`src/rtl/assert_macros.svh`:
```
// Assertion macros for the RTL of the Rice decoder, included by rcd_back.
`ifndef ASSERT_MACROS_SVH
`define ASSERT_MACROS_SVH

// Antecedent implies consequent in the same cycle.
`define RCD_ASSERT_IMPL(name, clk, rst_n, ante, cons) \
    name: assert property (@(posedge clk) disable iff (!rst_n) (ante) |-> (cons)) \
        else $error("same-cycle implication failed");

// Antecedent implies consequent in the next cycle.
`define RCD_ASSERT_NEXT(name, clk, rst_n, ante, cons) \
    name: assert property (@(posedge clk) disable iff (!rst_n) (ante) |=> (cons)) \
        else $error("next-cycle implication failed");

`endif

```
`src/rtl/rcd_pkg.sv`:
```
// Types and constants of the Rice code stream decoder.
package rcd_pkg;

    localparam int WORD_W      = 32;
    localparam int VALUE_W     = 32;
    localparam int K_W         = 6;
    localparam int BITS_W      = 6;
    localparam int CFG_INDEX_W = 4;
    localparam int CFG_DATA_W  = 32;

    // Largest suffix width, width-code suffix size, width quotient saturation
    localparam logic [K_W-1:0]     MAX_WIDTH       = 6'd32;
    localparam logic [K_W-1:0]     WIDTH_CODE_BITS = 6'd2;
    localparam logic [VALUE_W-1:0] WIDTH_QUOT_SAT  = 32'd9;

    // Register indexes
    localparam logic [CFG_INDEX_W-1:0] REG_SUFFIX_BITS    = 4'd0;
    localparam logic [CFG_INDEX_W-1:0] REG_WIDTH_PREFIXED = 4'd1;

    typedef struct packed {
        logic [K_W-1:0] suffix_bits;
        logic           width_prefixed;
    } rcd_cfg_t;

    typedef struct packed {
        logic [VALUE_W-1:0] value;
        logic               width_clamped;
        logic               last;
    } rcd_result_t;

endpackage

```
`src/rtl/rcd_ifs.sv`:
```
// Handshake channel interfaces: stream words, decoded results, register writes.
interface rcd_word_if import rcd_pkg::*; ();
    logic              valid;
    logic              ready;
    logic [WORD_W-1:0] word;

    modport source (output valid, output word, input ready);
    modport sink   (input valid, input word, output ready);
endinterface

interface rcd_result_if import rcd_pkg::*; ();
    logic               valid;
    logic               ready;
    logic [VALUE_W-1:0] value;
    logic               width_clamped;
    logic               last;

    modport source (output valid, output value, output width_clamped, output last,
                    input ready);
    modport sink   (input valid, input value, input width_clamped, input last,
                    output ready);
endinterface

interface rcd_cfg_if import rcd_pkg::*; ();
    logic                   valid;
    logic                   ready;
    logic [CFG_INDEX_W-1:0] index;
    logic [CFG_DATA_W-1:0]  data;

    modport source (output valid, output index, output data, input ready);
    modport sink   (input valid, input index, input data, output ready);
endinterface

```
`src/rtl/rice_code_stream_decoder_unit.sv`:
```
// Rice code stream decoder: word queue, bit-serial decoder and configuration registers.
//
// Usage:
//   words   : 32-bit stream words, first stream bit in bit 31; a beat moves at
//             valid && ready. A short queue takes beats while the decoder works.
//   results : one beat per decoded value (value, width_clamped, last); last
//             marks the final value completed by a word.
//   cfg     : register writes, index 0 suffix_bits, index 1 width_prefixed;
//             always ready, write only while the block is idle.
// Throughput: the decoder loads a word and then reads one stream bit per cycle
//   while results is not stalled; it takes the next word only after the last
//   bit, and after a flush of the held value when the word's final bit completes
//   a value while an earlier value of that word is still held.
// Output: a value is shown once the next value of its word completes or the
//   word ends.
// Reset: queue empty, decoder at the start of a code, registers zero.
// Stall: when results is not taken the decoder holds its bit position and the
//   queue keeps accepting words until it is full.
module rice_code_stream_decoder_unit import rcd_pkg::*; #(
    parameter int QUEUE_DEPTH = 2
) (
    input  logic          clk,
    input  logic          rst_n,
    rcd_word_if.sink      words,
    rcd_result_if.source  results,
    rcd_cfg_if.sink       cfg
);

    rcd_cfg_t cfg_regs_reg, cfg_regs_next;

    rcd_word_if q_ch ();

    assign cfg.ready = 1'b1;

    // Configuration register writes
    always_comb
    begin
        cfg_regs_next = cfg_regs_reg;
        if (cfg.valid && cfg.ready)
        begin
            case (cfg.index)
                REG_SUFFIX_BITS:    cfg_regs_next.suffix_bits    = cfg.data[K_W-1:0];
                REG_WIDTH_PREFIXED: cfg_regs_next.width_prefixed = cfg.data[0];
                default:            cfg_regs_next = cfg_regs_reg;
            endcase
        end
    end

    always_ff @(posedge clk or negedge rst_n)
    begin
        if (!rst_n)
        begin
            cfg_regs_reg <= '0;
        end
        else
        begin
            cfg_regs_reg <= cfg_regs_next;
        end
    end

    rcd_front #(
        .DEPTH (QUEUE_DEPTH)
    ) u_front (
        .clk   (clk),
        .rst_n (rst_n),
        .words (words),
        .q     (q_ch.source)
    );

    rcd_back u_back (
        .clk      (clk),
        .rst_n    (rst_n),
        .cfg_regs (cfg_regs_reg),
        .q        (q_ch.sink),
        .results  (results)
    );

endmodule

```
`src/rtl/rcd_front.sv`:
```
// Front end: accepts stream words into a short queue ahead of the decoder.
module rcd_front import rcd_pkg::*; #(
    parameter int DEPTH = 2
) (
    input  logic       clk,
    input  logic       rst_n,
    rcd_word_if.sink   words,
    rcd_word_if.source q
);

    localparam int PTR_W = (DEPTH > 1) ? $clog2(DEPTH) : 1;
    localparam int CNT_W = $clog2(DEPTH + 1);

    logic [WORD_W-1:0] queue_mem [DEPTH];
    logic [PTR_W-1:0]  wr_ptr_reg, wr_ptr_next;
    logic [PTR_W-1:0]  rd_ptr_reg, rd_ptr_next;
    logic [CNT_W-1:0]  count_reg, count_next;
    logic              push;
    logic              pop;

    assign words.ready = (count_reg != CNT_W'(DEPTH));
    assign q.valid     = (count_reg != '0);
    assign q.word      = queue_mem[rd_ptr_reg];

    assign push = words.valid && words.ready;
    assign pop  = q.valid && q.ready;

    // Pointer and occupancy update
    always_comb
    begin
        wr_ptr_next = wr_ptr_reg;
        rd_ptr_next = rd_ptr_reg;
        count_next  = count_reg;
        if (push)
        begin
            wr_ptr_next = (wr_ptr_reg == PTR_W'(DEPTH - 1)) ? '0 : wr_ptr_reg + 1'b1;
        end
        if (pop)
        begin
            rd_ptr_next = (rd_ptr_reg == PTR_W'(DEPTH - 1)) ? '0 : rd_ptr_reg + 1'b1;
        end
        if (push && !pop)
        begin
            count_next = count_reg + 1'b1;
        end
        else if (pop && !push)
        begin
            count_next = count_reg - 1'b1;
        end
    end

    always_ff @(posedge clk or negedge rst_n)
    begin
        if (!rst_n)
        begin
            wr_ptr_reg <= '0;
            rd_ptr_reg <= '0;
            count_reg  <= '0;
        end
        else
        begin
            wr_ptr_reg <= wr_ptr_next;
            rd_ptr_reg <= rd_ptr_next;
            count_reg  <= count_next;
        end
    end

    // Queue storage, no reset
    always_ff @(posedge clk)
    begin
        if (push)
        begin
            queue_mem[wr_ptr_reg] <= words.word;
        end
    end

endmodule

```
`src/rtl/rcd_back.sv`:
```
// Back end: bit-serial Rice decoder with a held result and an output register.
`include "assert_macros.svh"

module rcd_back import rcd_pkg::*; (
    input  logic          clk,
    input  logic          rst_n,
    input  rcd_cfg_t      cfg_regs,
    rcd_word_if.sink      q,
    rcd_result_if.source  results
);

    typedef enum logic [1:0] {
        PH_LEAD,
        PH_WIDTH_SUF,
        PH_VALUE_ZEROS,
        PH_VALUE_SUF
    } phase_t;

    phase_t             phase_reg, phase_next;
    logic [WORD_W-1:0]  word_reg, word_next;
    logic [BITS_W-1:0]  bits_left_reg, bits_left_next;
    logic [VALUE_W-1:0] partial_reg, partial_next;
    logic [K_W-1:0]     suffix_left_reg, suffix_left_next;
    logic [K_W-1:0]     cur_width_reg, cur_width_next;
    logic               clamp_reg, clamp_next;
    logic               held_valid_reg, held_valid_next;
    rcd_result_t        held_reg, held_next;
    logic               flush_reg, flush_next;
    logic               out_valid_reg, out_valid_next;
    rcd_result_t        out_reg, out_next;

    logic               slot_free;
    logic               step;
    logic               bit_in;
    logic               last_bit;
    logic               done;
    logic [VALUE_W-1:0] shifted;
    logic [K_W-1:0]     plain_k;
    rcd_result_t        new_res;

    assign slot_free = !out_valid_reg || results.ready;
    assign step      = (bits_left_reg != '0) && slot_free;
    assign q.ready   = (bits_left_reg == '0) && !flush_reg;
    assign bit_in    = word_reg[WORD_W-1];
    assign last_bit  = (bits_left_reg == BITS_W'(1));
    assign shifted   = {partial_reg[VALUE_W-2:0], bit_in};
    assign plain_k   = (cfg_regs.suffix_bits > MAX_WIDTH) ? MAX_WIDTH : cfg_regs.suffix_bits;

    assign results.valid         = out_valid_reg;
    assign results.value         = out_reg.value;
    assign results.width_clamped = out_reg.width_clamped;
    assign results.last          = out_reg.last;

    // Decode of one stream bit
    always_comb
    begin
        phase_next       = phase_reg;
        partial_next     = partial_reg;
        suffix_left_next = suffix_left_reg;
        cur_width_next   = cur_width_reg;
        clamp_next       = clamp_reg;
        done             = 1'b0;
        unique case (phase_reg)
            PH_LEAD:
            begin
                if (cfg_regs.width_prefixed)
                begin
                    if (!bit_in)
                    begin
                        if (partial_reg < WIDTH_QUOT_SAT)
                        begin
                            partial_next = partial_reg + 1'b1;
                        end
                    end
                    else
                    begin
                        suffix_left_next = WIDTH_CODE_BITS;
                        phase_next       = PH_WIDTH_SUF;
                    end
                end
                else if (!bit_in)
                begin
                    partial_next = partial_reg + 1'b1;
                end
                else
                begin
                    clamp_next = 1'b0;
                    if (plain_k == '0)
                    begin
                        done = 1'b1;
                    end
                    else
                    begin
                        suffix_left_next = plain_k;
                        phase_next       = PH_VALUE_SUF;
                    end
                end
            end
            PH_WIDTH_SUF:
            begin
                partial_next     = shifted;
                suffix_left_next = suffix_left_reg - 1'b1;
                if (suffix_left_next == '0)
                begin
                    if (shifted > VALUE_W'(MAX_WIDTH))
                    begin
                        cur_width_next = MAX_WIDTH;
                        clamp_next     = 1'b1;
                    end
                    else
                    begin
                        cur_width_next = shifted[K_W-1:0];
                        clamp_next     = 1'b0;
                    end
                    partial_next = '0;
                    phase_next   = PH_VALUE_ZEROS;
                end
            end
            PH_VALUE_ZEROS:
            begin
                if (!bit_in)
                begin
                    partial_next = partial_reg + 1'b1;
                end
                else if (cur_width_reg == '0)
                begin
                    done = 1'b1;
                end
                else
                begin
                    suffix_left_next = cur_width_reg;
                    phase_next       = PH_VALUE_SUF;
                end
            end
            PH_VALUE_SUF:
            begin
                partial_next = shifted;
                if (suffix_left_reg != '0)
                begin
                    suffix_left_next = suffix_left_reg - 1'b1;
                end
                if (suffix_left_next == '0)
                begin
                    done = 1'b1;
                end
            end
            default:
            begin
                phase_next = PH_LEAD;
            end
        endcase

        new_res.value         = partial_next;
        new_res.width_clamped = clamp_next;
        new_res.last          = 1'b0;

        if (done)
        begin
            partial_next     = '0;
            clamp_next       = 1'b0;
            suffix_left_next = '0;
            phase_next       = PH_LEAD;
        end
    end

    // Word loading, result holding and output register
    always_comb
    begin
        word_next       = word_reg;
        bits_left_next  = bits_left_reg;
        held_valid_next = held_valid_reg;
        held_next       = held_reg;
        flush_next      = flush_reg;
        out_valid_next  = out_valid_reg;
        out_next        = out_reg;

        if (results.ready)
        begin
            out_valid_next = 1'b0;
        end

        if (q.valid && q.ready)
        begin
            word_next      = q.word;
            bits_left_next = BITS_W'(WORD_W);
        end
        else if (flush_reg && slot_free)
        begin
            // Word ended on a value while an earlier one was held
            out_valid_next  = 1'b1;
            out_next        = held_reg;
            out_next.last   = 1'b1;
            held_valid_next = 1'b0;
            flush_next      = 1'b0;
        end
        else if (step)
        begin
            word_next      = {word_reg[WORD_W-2:0], 1'b0};
            bits_left_next = bits_left_reg - 1'b1;
            if (done && held_valid_reg)
            begin
                out_valid_next = 1'b1;
                out_next       = held_reg;
                out_next.last  = 1'b0;
                held_next      = new_res;
                flush_next     = last_bit;
            end
            else if (done)
            begin
                if (last_bit)
                begin
                    out_valid_next = 1'b1;
                    out_next       = new_res;
                    out_next.last  = 1'b1;
                end
                else
                begin
                    held_valid_next = 1'b1;
                    held_next       = new_res;
                end
            end
            else if (last_bit && held_valid_reg)
            begin
                out_valid_next  = 1'b1;
                out_next        = held_reg;
                out_next.last   = 1'b1;
                held_valid_next = 1'b0;
            end
        end
    end

    // Decoder state and registered outputs
    always_ff @(posedge clk or negedge rst_n)
    begin
        if (!rst_n)
        begin
            phase_reg       <= PH_LEAD;
            word_reg        <= '0;
            bits_left_reg   <= '0;
            partial_reg     <= '0;
            suffix_left_reg <= '0;
            cur_width_reg   <= '0;
            clamp_reg       <= 1'b0;
            held_valid_reg  <= 1'b0;
            held_reg        <= '0;
            flush_reg       <= 1'b0;
            out_valid_reg   <= 1'b0;
            out_reg         <= '0;
        end
        else
        begin
            word_reg       <= word_next;
            bits_left_reg  <= bits_left_next;
            held_valid_reg <= held_valid_next;
            held_reg       <= held_next;
            flush_reg      <= flush_next;
            out_valid_reg  <= out_valid_next;
            out_reg        <= out_next;
            if (step && !flush_reg)
            begin
                phase_reg       <= phase_next;
                partial_reg     <= partial_next;
                suffix_left_reg <= suffix_left_next;
                cur_width_reg   <= cur_width_next;
                clamp_reg       <= clamp_next;
            end
        end
    end

    // Checks
    `RCD_ASSERT_IMPL(a_flush_holds, clk, rst_n, flush_reg, held_valid_reg && (bits_left_reg == '0))
    `RCD_ASSERT_IMPL(a_no_held_between_words, clk, rst_n, (bits_left_reg == '0) && !flush_reg, !held_valid_reg)
    `RCD_ASSERT_IMPL(a_width_suffix_count, clk, rst_n, phase_reg == PH_WIDTH_SUF, (suffix_left_reg != '0) && (suffix_left_reg <= WIDTH_CODE_BITS))
    `RCD_ASSERT_NEXT(a_flush_emits_last, clk, rst_n, flush_reg && slot_free, out_valid_reg && out_reg.last && !flush_reg)

endmodule
```
`src/flat_wrapper.sv`:
```
// flat-port wrapper written by rule: the top's interface ports become plain ports
module rice_code_stream_decoder_unit_flat import rcd_pkg::*;
#(
    parameter int QUEUE_DEPTH = 2
)
  (clk, rst_n, words_valid, words_word, words_ready, results_valid, results_value, results_width_clamped, results_last, results_ready, cfg_valid, cfg_index, cfg_data, cfg_ready);
  rcd_word_if words_i ();
  rcd_result_if results_i ();
  rcd_cfg_if cfg_i ();
  input  logic clk;
  input  logic rst_n;
  input wire logic [$bits(words_i.valid)-1:0] words_valid;
  input wire logic [$bits(words_i.word)-1:0] words_word;
  output wire logic [$bits(words_i.ready)-1:0] words_ready;
  output wire logic [$bits(results_i.valid)-1:0] results_valid;
  output wire logic [$bits(results_i.value)-1:0] results_value;
  output wire logic [$bits(results_i.width_clamped)-1:0] results_width_clamped;
  output wire logic [$bits(results_i.last)-1:0] results_last;
  input wire logic [$bits(results_i.ready)-1:0] results_ready;
  input wire logic [$bits(cfg_i.valid)-1:0] cfg_valid;
  input wire logic [$bits(cfg_i.index)-1:0] cfg_index;
  input wire logic [$bits(cfg_i.data)-1:0] cfg_data;
  output wire logic [$bits(cfg_i.ready)-1:0] cfg_ready;
  assign words_i.valid = words_valid;
  assign words_i.word = words_word;
  assign words_ready = words_i.ready;
  assign results_valid = results_i.valid;
  assign results_value = results_i.value;
  assign results_width_clamped = results_i.width_clamped;
  assign results_last = results_i.last;
  assign results_i.ready = results_ready;
  assign cfg_i.valid = cfg_valid;
  assign cfg_i.index = cfg_index;
  assign cfg_i.data = cfg_data;
  assign cfg_ready = cfg_i.ready;
  rice_code_stream_decoder_unit #(.QUEUE_DEPTH(QUEUE_DEPTH)) u_core (.clk(clk), .rst_n(rst_n), .words(words_i), .results(results_i), .cfg(cfg_i));
endmodule
```
`config.mk`:
```
export PLATFORM = sky130hd
export DESIGN_NAME = rice_code_stream_decoder_unit_flat
export DESIGN_NICKNAME = d
export VERILOG_FILES = /design/src/rtl/rcd_pkg.sv /design/src/rtl/rcd_ifs.sv /design/src/rtl/rice_code_stream_decoder_unit.sv /design/src/rtl/rcd_front.sv /design/src/rtl/rcd_back.sv /design/src/flat_wrapper.sv
export VERILOG_INCLUDE_DIRS = /design/src /design/src/rtl
export SDC_FILE = /design/constraint.sdc
export NUM_CORES = 1
export LEC_CHECK = 0
export BUFFER_PORTS_ARGS = -buffer_cell sky130_fd_sc_hd__buf_2
export CAP_MARGIN = 15
export CORE_UTILIZATION = 45
export CTS_BUF_LIST = sky130_fd_sc_hd__clkbuf_4 sky130_fd_sc_hd__clkbuf_8
export CTS_CLUSTER_DIAMETER = 150
export DETAILED_ROUTE_END_ITERATION = 10
export PLACE_DENSITY = 0.74
export SLEW_MARGIN = 20
export SYNTH_ARGS = -nofsm -noshare
export SYNTH_HDL_FRONTEND = slang
export SYNTH_SLANG_ARGS = --single-unit
```
`constraint.sdc`:
```
create_clock -name clk -period 3.4 [get_ports clk]
set_input_delay 0.17 -clock clk [delete_from_list [all_inputs] [get_ports clk]]
set_output_delay 0.17 -clock clk [all_outputs]
set_load 0.05 [all_outputs]
```
Word level (Yosys, flattened, before mapping):

Memories as Yosys holds them, arrays and structs flattened.
Index checks and enable logic that the tools add are counted.

* add/sub/neg operators: 7
* $lt $le $gt $ge: 3
* equal/unequal tests: 16
* muxes and demuxes: 79
* bitwise operators: 2
* reduce and logical (&&, ||, !) cells: 43

Operator list (number)
* $mux W34: 9
* $mux W32: 9
* $pmux W32 S4: 1
* $mux W6: 14
* $add A32 B1 Y32 const B: 1
* $gt A32 B6 Y1 const B: 1
* $lt A32 B4 Y1 const B: 1
* $mux W1: 32
* $logic_not A6 Y1: 5
* $pmux W6 S4: 1
* $mux W2: 10
* $reduce_and A5 Y1: 3
* $ne A3 B3 Y1 const B: 4
* $reduce_bool A2 Y1: 6
* $reduce_bool A6 Y1: 2
* $sub A6 B1 Y6 const B: 2
* $logic_and A1 B1 Y1: 10
* $reduce_bool A4 Y1: 2
* $reduce_and A7 Y1: 1
* $eq A6 B1 Y1 const B: 1
* $gt A6 B6 Y1 const B: 1
* $pmux W2 S3: 1
* $reduce_and A2 Y1: 3
* $reduce_and A3 Y1: 2
* 20 further kinds: 28

* register bits: 166
* RAM bits: 64
* memories kept: 1

Memory list
* u_core.u_front.queue_mem: words 2, bits a word 32, rd ports 1, clocked after memory_dff 0, wr ports 1, RTL line rcd_front.sv:14 `logic [WORD_W-1:0] queue_mem [DEPTH];`

Longest topological paths before layout:

* word-level depth: 12
* depth in mapped cells: 13

By module:

Synthesis repeated with hierarchy kept, for this count alone.

* cells, all modules: 1148
* area, all modules: 11931.4 sq um

Modules (own cells, without submodules)
* rcd_back: instances 1, cells each 1011, area each 8962.3 sq um, seq. area each 3878.7 sq um
* rcd_front: instances 1, cells each 118, area each 2658.8 sq um, seq. area each 2021.9 sq um
* rice_code_stream_decoder_unit: instances 1, cells each 19, area each 310.3 sq um, seq. area each 175.2 sq um

Worst setup path after synthesis:

OpenSTA, ideal clock, no wires.

* kind: flip-flop to flip-flop
* from: reg u_core.u_back.suffix_left_reg[0]
* to: reg u_core.u_back.held_reg[19] in the netlist's numbering
* arrival: 2.918 ns
* data required time: 3.275 ns
* path slack: 0.357 ns
* stages on the path, launching flop included: 13
* clock period less this slack: 3.043 ns
* cells stage by stage: dfrtp_1 clkbuf_1 inv_1 ha_1 or3b_2 nor4_1 o221ai_2 a21oi_1 buf_2 o211a_1 buf_2 buf_4 mux2_2

* word-level cells in the longest chain between the ends: 9

RTL lines
* start: declaration: RTL line rcd_back.sv:23 `logic [K_W-1:0] suffix_left_reg, suffix_left_next;`
* start signal: assignment: RTL line rcd_back.sv:263 `suffix_left_reg <= suffix_left_next;`
* $sub A6 B1 Y6 / $reduce_bool A6 Y1 (equally long branches): RTL line rcd_back.sv:102, rcd_back.sv:140, rcd_back.sv:138
* $mux W6: RTL line rcd_back.sv:138 `if (suffix_left_reg != '0)`
* $mux W6: RTL line rcd_back.sv:63 `unique case (phase_reg)`
* $logic_not A6 Y1: RTL line rcd_back.sv:142 `if (suffix_left_next == '0)`
* $mux W1: RTL line rcd_back.sv:142
* $pmux W1 S3: RTL line rcd_back.sv:63
* $logic_and A1 B1 Y1: RTL line rcd_back.sv:200 `if (done && held_valid_reg)`
* $ne A2 B1 Y1 (no source line) / $reduce_bool A2 Y1 (equally long branches)
* $reduce_and A5 Y1 (no source line)
* end signal: assignment: RTL line rcd_back.sv:255 `held_reg <= held_next;`
* end: declaration: RTL line rcd_back.sv:27 `rcd_result_t held_reg, held_next;`

Parallel ways exist; a longest one is shown, timed or not. The select of a mux whose other input is x is not followed.
A chain may end at the register's enable or synchronous reset.

Final worst setup path:

* from: reg u_core.u_back.suffix_left_reg[1]
* to: reg u_core.u_back.partial_reg[1]

* word-level cells in the longest chain between the ends: 7

RTL lines
* $sub A6 B1 Y6 / $reduce_bool A6 Y1 (equally long branches): RTL line rcd_back.sv:102, rcd_back.sv:140, rcd_back.sv:138
* $mux W6: RTL line rcd_back.sv:138
* $mux W6: RTL line rcd_back.sv:63
* $logic_not A6 Y1: RTL line rcd_back.sv:142
* $mux W1: RTL line rcd_back.sv:142
* $pmux W1 S3: RTL line rcd_back.sv:63
* $mux W32 (*): RTL line rcd_back.sv:157 `if (done)`
* end signal: assignment: RTL line rcd_back.sv:262 `partial_reg <= partial_next;`
* end: declaration: RTL line rcd_back.sv:22 `logic [VALUE_W-1:0] partial_reg, partial_next;`

Mark *: on every way between the ends. The rest lies on a longest branch, timed or not. The select of a mux whose other input is x is not followed.

==> summary.md <==
| Metric | Value |
|---|---|
| Final hold slack | about 0.053 ns |
| # IOs | 110 |
| Status | complete, no violations |
| Top_reg_cell synth | dfrtp_1 |
| Die X | ~160 um |
| Antenna Nets Post-Route | 0 |
| Most frequent cell on the critical path | buf_4 |
| CTS root buffer | clkbuf_8 |
| Nets | between 1000 and 1500 |
| Initial antenna violation count | 0 |
| Peak supply drop | 0.465 mV |
| Ant diodes | 0 |
| Congestion Overflow GR | 0 |
| Largest net degree at the start of global routing | 96 |
| Gate Count Post-Synth | about 1100 |
| Iter 0 DRT Violations | 691 |
| First-pass GRT wire length | ~44 mm |
| First-pass iteration count of the detailed router | 5 |
| Slew Viols, Final | 0 |
| EDFF count, synth | 64 |
| I/O Buffers | about 80 |
| Register area share after synthesis | between 50% and 60% |
| Worst slew pin tran | 0.958 ns |
| Rel. slew slack | between 30% and 40% |
| Crit path time final | between 3 and 4 ns |
| Met2 GRT Util | 36.0% |
| Core Region | between 0.02 and 0.025 mm2 |
| Period utilisation layout | around nine tenths |
| Clk slew on worst S/H paths | 0.06 ns |
| R2R depth | 11 |
| Max FFs per register | between 60 and 70 |
| CP Class | flip-flop to flip-flop |
| Vias | between 8000 and 9000 |
| MaxCap Viol Count | 0 |
| Worst Skew | approximately 0.025 ns |
| Starting Density | 45.9% |
| Row cnt | between 50 and 60 |
| Power Total | ~0.012 W |
| Slowest stage delay, CP | between 0.5 and 0.6 ns |
| TritonCTS clock tree | done |
| Reg-to-Reg End | u_core.u_back.partial_reg[1] |
| Ys async rst share | between 70 and 80% |
| GP Congestion | 0.891 |
| PwrDens | roughly 910 mW/mm2 |
| RR Startpoint | u_core.u_back.suffix_left_reg[1] |
| Syn nets | 1142 |
| Number of synthesized register bits | 230 |
| WHS Path Cells | 4 |
| Busiest grt layer | met2 |
| Reg2Reg Setup Slack | around 0.28 ns |
| H-tree lvl count | 2 |
| HPWL Detailed | about 17 mm |
| Vias per inst | between 5 and 6 |
| Placed cell count | roughly 1400 |
| CP required | around 3.8 ns |
| Crit end category | flip-flop |
| CP max-delay cell | or3b_2 |
| Netlist cell types | 74 |
| Fin cells | between 1500 and 2000 |
| Die Span Y | 159 um |
| Final setup fails | 0 |
| Hold WC Path Type | input pin to flip-flop |
| Syn_area_per_cell | approximately 11 um2 |
| Crit Path Max Fanout | 25 |
| Drt total wl | between 20 and 30 mm |
| Commonest non-fill, non-tap cell in the layout | dfrtp_1 |
| Achievable Freq | roughly 0.32 GHz |
| Final hold viol count | 0 |
| TritonCTS buffer count | 38 |
| Startpoint types | flip-flop |
| Synthesized area | around 0.011 mm2 |
| Area of the die | between 0.02 and 0.03 mm2 |
| Share of cells above drive strength 1 | 18.1% |
| Util after Layout | between 50% and 60% |
| Hold endpoint | u_core.cfg_regs_reg[6] |
| Crit path DAT | 3.50 ns |
| Worst-path cell chain | inv_1, ha_2, or3b_2, nor4_2, o221ai_2, a21oi_1, buf_4, buf_4, nand2b_1, buf_4, o22ai_1 |
| CTS max path bufs | 3 |
| Wirelength per Cell | 17.1 um |
| Post-Route Setup TNS | 0 ns |
| GR Layer Usage met3 | 3.62% |
| Ys Warns | 0 |
| Unrepaired setup endpoints after global routing | false |
| Area grow syn2layout | 18.2% |
| P_leak | ~5.7 nW |
| Vias in the first global route | a little under 9000 |
| Most frequent cells in the layout | dfrtp_1 (166), nor2_1 (117), nand2_1 (93) |
| Worst setup path start | u_core.u_back.suffix_left_reg[1] |
| Sink Count | between 200 and 250 |
| Fill cells | 2130 |
| Met1 GRT Util | a little over a quarter |
| Global Route Usage Sum | a little over a fifth |
| # DRC | 0 |
| Worst-Skew Late Latency | between 0.5 and 0.6 ns |
| Min-delay src | cfg_index[0] |
==> cells by family after synthesis <==
group	share of synthesized area, %
AO/OA/AOI/OAI	18.8
other	0.0337
buffers and inverters	3.99
flip-flops	54.6
multiplexers	4.94
XOR/XNOR	1.50
AND/OR/NAND/NOR	14.6
adder cells (fa/ha/maj)	1.46
==> layer usage <==
layer | routed length, um | part of all wire (%)
met5 | 0 | 0
met1 | 11200 | 43
met2 | 12900 | 49
met3 | 1270 | 4.9
met4 | 718 | 2.8
==> final cells by class <==
cell class	instances	area, um2	share of cell area [%]
clock buffer	55	707	5.38
clock inverter	13	96.3	0.733
inverter	25	93.8	0.714
multi-input combinational	717	4640	35.3
sequential	230	6080	46.2
tap	324	405	3.08
timing repair buffer	156	1130	8.57
==> critical path, delay by kind of cell, from the launching register on <==
family	cells	cell delay, ns
buffers and inverters	4	0.81
adders and majority gates	1	0.26
DFF	1	0.46
and+or+nand+nor	3	0.83
AOI/OAI and AO/OA	3	0.57
==> repair_timing <==
action                                  in CTS  in global routing
gates resized for setup                      0                  2
hold buffers                                42                  0
endpoints found under the hold margin      166                  0
endpoints found under the setup margin       0                 45
setup buffers                                0                  1
==> per-stage QoR <==
stage,worst slack [ns],area [um2]
6_report,0.283,13100
3_3_place_gp,0.182,11900
4_1_cts,0.141,13100
5_1_grt,0.0222,13100
2_1_floorplan,0.357,11100
3_5_place_dp,0.147,11900
==> cells in the mapped netlist (5+ instances only) <==
master    count  area share (%)
o311ai_0      5            0.39
o21ai_0      50             2.3
a22o_1        5            0.39
and2_1        9            0.51
a21o_1       25             1.7
and4_1        7            0.55
a21oi_1      55             2.5
mux2i_1      38             3.4
nor2_1      120             4.1
a211oi_1     25             1.7
a221oi_1     10            0.79
edfxtp_1     64              17
dfrtp_1     166              37
o41ai_1       6            0.47
nor3_1       14            0.63
o22ai_1       6            0.34
inv_1        23            0.78
nand4_1      14            0.79
ha_1         13             1.5
clkbuf_1     57             1.9
mux2_2       15             1.5
a22oi_1      10            0.68
nor2b_1       7            0.39
nand3_1      15            0.68
nand2_1      93             3.1
buf_2        16            0.72
o21ai_1       6            0.27
o31ai_1       7            0.47
xnor2_1      10            0.79
nor4_1       13            0.73
and3_1        9            0.51
or3_1         6            0.34
nand2b_1     12            0.68
xor2_1        9            0.71
or2_2         6            0.34
buf_1         7            0.24
a221o_1      36             3.2
==> power by group <==
part	switching, W	leakage (nW)	internal (W)
Sequential	0.000675	2.76	0.00379
Clock	0.00113	0.429	0.00142
Combinational	0.00315	2.50	0.00179
==> how the worst max path moves through the flow <==
stage	slack, ns	end
detailed placement	0.15	u_core.u_back.partial_reg[5]
floorplan	0.36	u_core.u_back.held_reg[19]
finish	0.28	u_core.u_back.partial_reg[1]
global route	0.02	u_core.u_back.partial_reg[5]
global placement	0.18	u_core.u_back.partial_reg[1]
CTS	0.14	u_core.u_back.partial_reg[5]
(Power assumes the default switching activity.)
